<file path="src/sv/ihb_pkg.sv">
package ihb_pkg;

  localparam int SIDE_DEF  = 48;
  localparam int IDX_W     = 6;
  localparam int FRAC_W    = 16;
  localparam int CMD_W     = 2;
  localparam int CNT_W     = 3;
  localparam int CFG_IDX_W = 2;

  typedef logic [CMD_W-1:0]     cmd_t;
  typedef logic [CFG_IDX_W-1:0] cfg_idx_t;
  typedef logic [FRAC_W-1:0]    frac_t;
  typedef logic [FRAC_W:0]      prob_t;
  typedef logic [CNT_W-1:0]     cnt_t;

  localparam cmd_t CMD_UPDATE = 2'd0;
  localparam cmd_t CMD_READ   = 2'd1;
  localparam cmd_t CMD_WRITE  = 2'd2;

  localparam cfg_idx_t CFG_THR_TWO  = 2'd0;
  localparam cfg_idx_t CFG_THR_FOUR = 2'd1;

  localparam frac_t THR_RESET = 16'h8000;
  localparam prob_t PROB_ONE  = 17'h10000;
  localparam prob_t PROB_HALF = 17'h08000;

  typedef enum logic [2:0] {
    ST_CLEAR,
    ST_IDLE,
    ST_RD_N0,
    ST_RD_N1,
    ST_RD_N2,
    ST_RD_N3,
    ST_RD_CTR,
    ST_FINISH
  } ihb_state_t;

  // probability of up for a given number of up neighbours
  function automatic prob_t up_threshold(input cnt_t count, input frac_t thr_two,
                                         input frac_t thr_four);
    prob_t p;
    case (count)
      3'd0:    p = PROB_ONE - {1'b0, thr_four};
      3'd1:    p = PROB_ONE - {1'b0, thr_two};
      3'd3:    p = {1'b0, thr_two};
      3'd4:    p = {1'b0, thr_four};
      default: p = PROB_HALF;
    endcase
    return p;
  endfunction

endpackage

</file>
<file path="src/sv/ising_heat_bath_site_update.sv">
// Heat-bath site update on a SIDE x SIDE torus of one-bit spins.
// Input channel (in_valid / in_stall): one request names a site by row and
// column with a command: update, read or write. Every request gives exactly
// one result on the output channel (out_valid / out_stall).
// Configuration (cfg_valid / cfg_ready, always ready): index 0 writes
// threshold_two, index 1 threshold_four; other indexes are ignored. Write only
// while the block is idle.
// Storage: the spins sit in a single-port bit memory with registered read. An
// update reads four neighbours and the site, then writes back. A read reads
// the site, a write reads it and writes it back, and an out-of-range site or
// an unused command touches no memory. No new request is taken until the
// current one has left its finish step.
// Reset: the grid is swept to all down, one site a cycle over all SIDE*SIDE
// sites (2304 at the default), with in_stall high; thresholds return to one half.
// A result waits in the output register while out_stall is high; the next
// request is taken meanwhile and holds before its write back until the
// register is free.
module ising_heat_bath_site_update #(
  parameter int SIDE = ihb_pkg::SIDE_DEF
) (
  input  logic                          clk,
  input  logic                          rst_n,
  input  logic                          in_valid,
  output logic                          in_stall,
  input  ihb_pkg::cmd_t                 in_command,
  input  logic [ihb_pkg::IDX_W-1:0]     in_row,
  input  logic [ihb_pkg::IDX_W-1:0]     in_col,
  input  ihb_pkg::frac_t                in_uniform,
  input  logic                          in_write_spin,
  output logic                          out_valid,
  input  logic                          out_stall,
  output logic                          out_spin,
  output ihb_pkg::cnt_t                 out_up_neighbours,
  output logic                          out_changed,
  input  logic                          cfg_valid,
  output logic                          cfg_ready,
  input  ihb_pkg::cfg_idx_t             cfg_index,
  input  ihb_pkg::frac_t                cfg_data
);

  import ihb_pkg::*;

  localparam int DEPTH  = SIDE * SIDE;
  localparam int ADDR_W = $clog2(DEPTH);
  localparam int ROW_W  = $clog2(SIDE);
  localparam int CMP_W  = ($clog2(SIDE + 1) > IDX_W) ? $clog2(SIDE + 1) : IDX_W;

  ihb_state_t        state_r, state_nxt;
  cmd_t              cmd_r;
  logic [ROW_W-1:0]  row_r, col_r;
  frac_t             uni_r;
  logic              wsp_r;
  logic              ok_r;
  cnt_t              cnt_r, cnt_nxt;
  logic              acc_r;
  logic [ADDR_W-1:0] clr_r;
  frac_t             thr2_r, thr4_r;
  logic              out_valid_r;
  logic              out_spin_r;
  cnt_t              out_cnt_r;
  logic              out_chg_r;

  logic              accept;
  logic              site_ok;
  logic              fin_go;
  logic              fin_load;
  logic              clr_done;
  logic [ROW_W-1:0]  row_up, row_dn, col_up, col_dn;
  logic [ROW_W-1:0]  sel_row, sel_col;
  logic              ram_we, ram_re, ram_wdata, ram_rdata;
  logic [ADDR_W-1:0] ram_addr;
  logic              old_spin, new_spin, new_chg, do_store;
  cnt_t              new_cnt;

  assign accept  = in_valid && !in_stall;
  assign site_ok = (CMP_W'(in_row) < CMP_W'(SIDE)) && (CMP_W'(in_col) < CMP_W'(SIDE)) &&
                   (in_command == CMD_UPDATE || in_command == CMD_READ ||
                    in_command == CMD_WRITE);
  assign fin_go   = !out_valid_r || !out_stall;
  assign fin_load = (state_r == ST_FINISH) && fin_go;
  assign clr_done = (clr_r == ADDR_W'(DEPTH - 1));

  // wrap-around neighbour coordinates
  assign row_up = (row_r == ROW_W'(SIDE - 1)) ? '0 : row_r + 1'b1;
  assign row_dn = (row_r == '0) ? ROW_W'(SIDE - 1) : row_r - 1'b1;
  assign col_up = (col_r == ROW_W'(SIDE - 1)) ? '0 : col_r + 1'b1;
  assign col_dn = (col_r == '0) ? ROW_W'(SIDE - 1) : col_r - 1'b1;

  always_comb begin
    state_nxt = state_r;
    case (state_r)
      ST_CLEAR: begin
        if (clr_done) state_nxt = ST_IDLE;
      end
      ST_IDLE: begin
        if (accept) begin
          if (!site_ok) state_nxt = ST_FINISH;
          else if (in_command == CMD_UPDATE) state_nxt = ST_RD_N0;
          else state_nxt = ST_RD_CTR;
        end
      end
      ST_RD_N0:  state_nxt = ST_RD_N1;
      ST_RD_N1:  state_nxt = ST_RD_N2;
      ST_RD_N2:  state_nxt = ST_RD_N3;
      ST_RD_N3:  state_nxt = ST_RD_CTR;
      ST_RD_CTR: state_nxt = ST_FINISH;
      ST_FINISH: begin
        if (fin_go) state_nxt = ST_IDLE;
      end
      default:   state_nxt = ST_CLEAR;
    endcase
  end

  always_comb begin
    in_stall = 1'b1;
    ram_re   = 1'b0;
    ram_we   = 1'b0;
    sel_row  = row_r;
    sel_col  = col_r;
    case (state_r)
      ST_CLEAR:  ram_we = 1'b1;
      ST_IDLE:   in_stall = 1'b0;
      ST_RD_N0: begin
        ram_re  = 1'b1;
        sel_row = row_up;
      end
      ST_RD_N1: begin
        ram_re  = 1'b1;
        sel_row = row_dn;
      end
      ST_RD_N2: begin
        ram_re  = 1'b1;
        sel_col = col_up;
      end
      ST_RD_N3: begin
        ram_re  = 1'b1;
        sel_col = col_dn;
      end
      ST_RD_CTR: ram_re = 1'b1;
      ST_FINISH: ram_we = fin_go && do_store;
      default: begin
        in_stall = 1'b1;
      end
    endcase
  end

  assign ram_addr = (state_r == ST_CLEAR) ? clr_r :
                    ADDR_W'(ADDR_W'(sel_row) * ADDR_W'(SIDE)) + ADDR_W'(sel_col);
  assign ram_wdata = (state_r == ST_CLEAR) ? 1'b0 : new_spin;

  // result of the command, formed while the site's own bit is on the read port
  always_comb begin
    old_spin = ram_rdata && ok_r;
    new_spin = 1'b0;
    new_chg  = 1'b0;
    new_cnt  = '0;
    do_store = 1'b0;
    if (ok_r) begin
      case (cmd_r)
        CMD_UPDATE: begin
          new_spin = {1'b0, uni_r} < up_threshold(cnt_r, thr2_r, thr4_r);
          new_chg  = new_spin ^ old_spin;
          new_cnt  = cnt_r;
          do_store = 1'b1;
        end
        CMD_READ: new_spin = old_spin;
        CMD_WRITE: begin
          new_spin = wsp_r;
          new_chg  = wsp_r ^ old_spin;
          do_store = 1'b1;
        end
        default: new_spin = 1'b0;
      endcase
    end
  end

  always_comb begin
    cnt_nxt = cnt_r;
    if (accept) cnt_nxt = '0;
    else if (acc_r) cnt_nxt = cnt_r + CNT_W'(ram_rdata);
  end

  ihb_ram #(
    .WIDTH (1),
    .DEPTH (DEPTH)
  ) u_grid (
    .clk   (clk),
    .we    (ram_we),
    .re    (ram_re),
    .addr  (ram_addr),
    .wdata (ram_wdata),
    .rdata (ram_rdata)
  );

  always_ff @(posedge clk) begin
    if (!rst_n) begin
      state_r     <= ST_CLEAR;
      clr_r       <= '0;
      acc_r       <= 1'b0;
      cnt_r       <= '0;
      thr2_r      <= THR_RESET;
      thr4_r      <= THR_RESET;
      out_valid_r <= 1'b0;
    end else begin
      state_r <= state_nxt;
      cnt_r   <= cnt_nxt;
      acc_r   <= (state_r == ST_RD_N0) || (state_r == ST_RD_N1) ||
                 (state_r == ST_RD_N2) || (state_r == ST_RD_N3);
      if (state_r == ST_CLEAR) clr_r <= clr_r + 1'b1;
      if (cfg_valid && cfg_ready) begin
        case (cfg_index)
          CFG_THR_TWO:  thr2_r <= cfg_data;
          CFG_THR_FOUR: thr4_r <= cfg_data;
          default: begin
          end
        endcase
      end
      if (fin_load) out_valid_r <= 1'b1;
      else if (!out_stall) out_valid_r <= 1'b0;
    end
  end

  always_ff @(posedge clk) begin
    if (accept) begin
      cmd_r <= in_command;
      row_r <= ROW_W'(in_row);
      col_r <= ROW_W'(in_col);
      uni_r <= in_uniform;
      wsp_r <= in_write_spin;
      ok_r  <= site_ok;
    end
    if (fin_load) begin
      out_spin_r <= new_spin;
      out_cnt_r  <= new_cnt;
      out_chg_r  <= new_chg;
    end
  end

  assign cfg_ready         = 1'b1;
  assign out_valid         = out_valid_r;
  assign out_spin          = out_spin_r;
  assign out_up_neighbours = out_cnt_r;
  assign out_changed       = out_chg_r;

  a_no_overwrite: assert property (@(posedge clk) disable iff (!rst_n)
    fin_load |-> !(out_valid_r && out_stall))
    else $error("result register overwritten while stalled");

  a_port_exclusive: assert property (@(posedge clk) disable iff (!rst_n)
    !(ram_we && ram_re))
    else $error("grid memory read and written in one cycle");

  a_count_range: assert property (@(posedge clk) disable iff (!rst_n)
    (state_r == ST_FINISH) |-> (cnt_r <= CNT_W'(4)))
    else $error("neighbour count out of range");

  a_clear_blocks: assert property (@(posedge clk) disable iff (!rst_n)
    (state_r == ST_CLEAR) |=> !out_valid_r)
    else $error("result during clearing pass");

endmodule

</file>
<file path="src/sv/ihb_ram.sv">
module ihb_ram #(
  parameter int WIDTH = 1,
  parameter int DEPTH = 2
) (
  input  logic                     clk,
  input  logic                     we,
  input  logic                     re,
  input  logic [$clog2(DEPTH)-1:0] addr,
  input  logic [WIDTH-1:0]         wdata,
  output logic [WIDTH-1:0]         rdata
);

  logic [WIDTH-1:0] mem [DEPTH];
  logic [WIDTH-1:0] rdata_r;

  always_ff @(posedge clk) begin
    if (we) begin
      mem[addr] <= wdata;
    end
    if (re) begin
      rdata_r <= mem[addr];
    end
  end

  assign rdata = rdata_r;

endmodule

</file>
<file path="config.mk">
export PLATFORM = sky130hd
export DESIGN_NAME = ising_heat_bath_site_update
export DESIGN_NICKNAME = d
export VERILOG_FILES = /design/src/sv/ihb_pkg.sv /design/src/sv/ising_heat_bath_site_update.sv /design/src/sv/ihb_ram.sv
export SDC_FILE = /design/constraint.sdc
export NUM_CORES = 2
export LEC_CHECK = 0
export ABC_CLOCK_PERIOD_IN_PS = 42500
export BUFFER_PORTS_ARGS = -buffer_cell sky130_fd_sc_hd__buf_2
export CAP_MARGIN = 20
export CELL_PAD_IN_SITES_DETAIL_PLACEMENT = 1
export CELL_PAD_IN_SITES_GLOBAL_PLACEMENT = 2
export CORE_MARGIN = 2
export CORE_UTILIZATION = 45
export CTS_BUF_LIST = sky130_fd_sc_hd__clkbuf_8
export DETAILED_ROUTE_END_ITERATION = 8
export PLACE_DENSITY_LB_ADDON = 0.1
export SYNTH_ARGS = -nofsm -noshare
export SYNTH_HDL_FRONTEND = slang
export SYNTH_HIERARCHICAL = 1
export SYNTH_SLANG_ARGS = --single-unit
</file>
<file path="constraint.sdc">
create_clock -name clk -period 42.5 [get_ports clk]
set_clock_uncertainty 0.15 [all_clocks]
set_input_delay 2.125 -clock clk [delete_from_list [all_inputs] [get_ports clk]]
set_output_delay 2.125 -clock clk [all_outputs]
set_load 0.01 [all_outputs]
</file>
==> results.md <==
- Post-synthesis register bit count: 2394
- Area Overhead vs Synth: 10.6%
- Crit end category: flop
- Post-synth EDFFs: 2342
- Post CTS Setup Buffer Count: 0
- Critical path class: reg2reg
- Layout cells sized above 1: 14.0%
- Synth Flop Type: edfxtp_1
- Placed cell count: roughly 11000
- XOR/XNOR Fraction of Synth Area: 0.271%
- CTS tree: built
- Hold slack: 0.343 ns
- CORE AREA: 0.229 mm2
- Num CTS Buffers: 428
- Wire per inst: between 30 and 40 um
- Count of final setup violators: 0
- Worst setup SP type: flop
- Main combinational cell family by area after synthesis: simple AND/OR/NAND/NOR gates
- Die ar.: 0.234 mm2
- Post_cts resized: 0
- Antenna violations before repair: 14
- Root Driver: clkbuf_8
- Clock Path Buffers: 4
- R2R cell count: 21
- DP HPWL: 225000 um
- Req. time, crit path: 43.04 ns
- VDD IR max: around 0.026 mV
- Die X: 484 um
- Max-slew headroom: 12.0%
- Synth top cells by count: nor2_1 (2447), edfxtp_1 (2342), clkbuf_1 (592)
- Syn nets: 8313
- Worst-skew pair later-pin latency: 1.07 ns
- Fmax: 114 MHz
- Max-cap viol count: 0
- Routability congestion estimate: 0.888
- First-pass GRT wire length: ~560000 um
- Starting density of the core: between 40% and 50%
- Post-synthesis adder-cell area fraction: 0.425%
- Yosys cell types: 91
- Die Span Y: about 480 um
- Simple-gate share of the synthesized area: a little under an eighth
- Largest net degree at the start of global routing: between 200 and 300
- Post-Syn Area per Cell: 12.6 um2
- Initial DRT Pass Iterations: 6
- Share of the synthesized area in the top cell type: 67.9%
- Vias in the first global route: 73900
- LEAKAGE: 39.1 nW
- Final period util: 20.6%
- Post-CTS Hold Fix Bufs: 0
- Via count: 74000
- Critical Path AT: 9.28 ns
- Top-count cell post-synth: nor2_1
- Synth Area in Compound Gates: approximately a tenth
- Non-Filler Instances: between 10000 and 15000
- Sequential-to-total area share from yosys stat: ~70%
- Status: finished clean
- Clock Sinks: between 2000 and 2500
- Crit path time final: ~8.7 ns
- PortBufs: 60
- Total Wirelength: 400000 um
- Mux share of post-synthesis cell area: 5.51%
- Total GRT Usage: roughly a third
- Synth Cell Area: 0.104 mm2
- Vias/cell: 6.43
- TNS Setup: 0 ns
- Async SR Flop Fraction: 0%
- Ys Warns: 6
- IO Pins: 62
- Final count of pins violating max slew: 0
- Synth Instances: 8225
- DRC violations left: 0
- RSZ-0062 raised after global routing: false
- Hold Crit Class: reg2reg
- R2R setup slack: 33.76 ns
- Final Hold Fails: 0
- Gr ovfl total: 0
- CP max FO: 264
- Largest area contributor in the netlist: edfxtp_1
- H-tree depth: 5
- # rows: 176
- Slew of the pin with the lowest slew margin: between 1 and 1.5 ns
- NumNets Final: slightly above 8000
- Antenna Nets Post-Route: 0
- Min-Delay Path Depth: 2
- Starting DRT DRC Count: roughly 9000
- PD cells: 41.2 mW/mm2
- Clock transition at the registers of the reported paths: 0.06 ns
- Filler cell count: 23300
- Synth area leaders: edfxtp_1 (68%), nor2_1 (8.9%), a22oi_1 (2.3%), mux2i_1 (2.3%), mux2_2 (2.3%)
==> path summary, 6_finish.rpt <==
| kind | from | end |
|---|---|---|
| setup / recovery | cnt_r[1]$_SDFFE_PP0P_ | u_grid/mem[691]$_DFFE_PP_ |
| setup reg to reg | cnt_r[1]$_SDFFE_PP0P_ | u_grid/mem[691]$_DFFE_PP_ |
| hold / removal | thr2_r[15]$_SDFFE_PN1P_ | thr2_r[15]$_SDFFE_PN1P_ |
| hold reg to reg | thr2_r[15]$_SDFFE_PN1P_ | thr2_r[15]$_SDFFE_PN1P_ |
==> stage by stage <==
stage	power [mW]	util (%)	setup slack (ns)	area, um2
global route	4.84	49.9	33.29	115000
CTS	4.75	49.9	33.76	114000
detailed placement	2.84	46.7	33.81	107000
global placement	2.84	46.7	34.07	107000
finish	4.71	49.9	33.76	115000
floorplan	2.73	-	3.77	104000
==> state kept, by name, indices dropped and copies added, names as in the netlist <==
signal             count
out_valid              1
col_r                  6
ok_r                   1
thr2_r                16
u_grid/mem          2304
cmd_r                  2
acc_r                  1
thr4_r                16
wsp_r                  1
cnt_r                  3
out_up_neighbours      3
out_spin               1
uni_r                 16
row_r                  6
u_grid/rdata           1
state_r                3
clr_r                 12
out_changed            1
==> layout make-up <==
| class | count | area, um2 | share of cell area, % |
|---|---|---|---|
| Timing Repair Buffer | 307 | 2360 | 2.06 |
| Antenna cell | 7 | 17.5 | 0.0153 |
| Clock buffer | 439 | 6040 | 5.27 |
| Clock inverter | 295 | 1230 | 1.07 |
| Tap cell | 3026 | 3790 | 3.31 |
| Inverter | 27 | 111 | 0.0972 |
| Sequential cell | 2394 | 71400 | 62.3 |
| Multi-Input combinational cell | 5008 | 29600 | 25.9 |
==> per-layer routing <==
layer,track usage [%],wire [um],vias to the layer above
met1,44.2,156000,39100
met2,54.2,188000,3736
met3,6.02,35800,830
met4,14.9,20100,4
li1,-,-,30300
met5,0,29,-
==> cell usage in the layout, fill, tap and decap left out, drive strengths merged, types with 39 or more instances in the layout <==
master and count:
a31oi 62, o22ai 57, mux2 215, nand3 113, dfxtp 52, edfxtp 2342, mux4 40, a22o 43
buf 305, inv 184, a221oi 163, nand2 293, a221o 80, a22oi 324, mux2i 238, o21ai 134
a222oi 65, clkbuf 440, a21oi 204, clkinv 132, nor3 50, nor2 2447, a21boi 39
==> critical path, cell delays in order (launching register included) <==
cell       delay [ns]
dfxtp_1          0.30
buf_4            0.23
nor3b_2          0.18
buf_4            0.29
mux2i_1          0.29
ha_1             0.30
nor2b_1          0.21
nand4_1          0.18
a21oi_1          0.42
o21a_1           0.24
o2111ai_1        0.11
and3_1           0.23
ha_1             0.28
and3_1           0.18
nand2_1          0.08
a31o_1           0.12
a32oi_1          0.30
o31ai_1          0.38
and2_4           0.90
buf_4            0.87
buf_12           0.67
buf_12           0.72
==> logic make-up (layout without fill, tap and decap cells) <==
| kind of cell | Yosys count | after routing |
|---|---|---|
| simple gates | 3066 | 3066 |
| flops | 2394 | 2394 |
| compound gates | 1382 | 1382 |
| buf+inv | 823 | 1068 |
| mux | 493 | 493 |
| fa+ha+maj | 34 | 34 |
| xor+xnor | 32 | 32 |
| other cells | 1 | 8 |
==> power breakdown <==
part | internal, mW | switching [mW] | leakage [nW] | total (mW)
Sequential | 2.55 | 0.00198 | 26.7 | 2.56
Clock | 0.958 | 0.956 | 4.30 | 1.91
Combinational | 0.0607 | 0.183 | 8.15 | 0.244
Note: power is estimated with default switching activity, not from simulation.
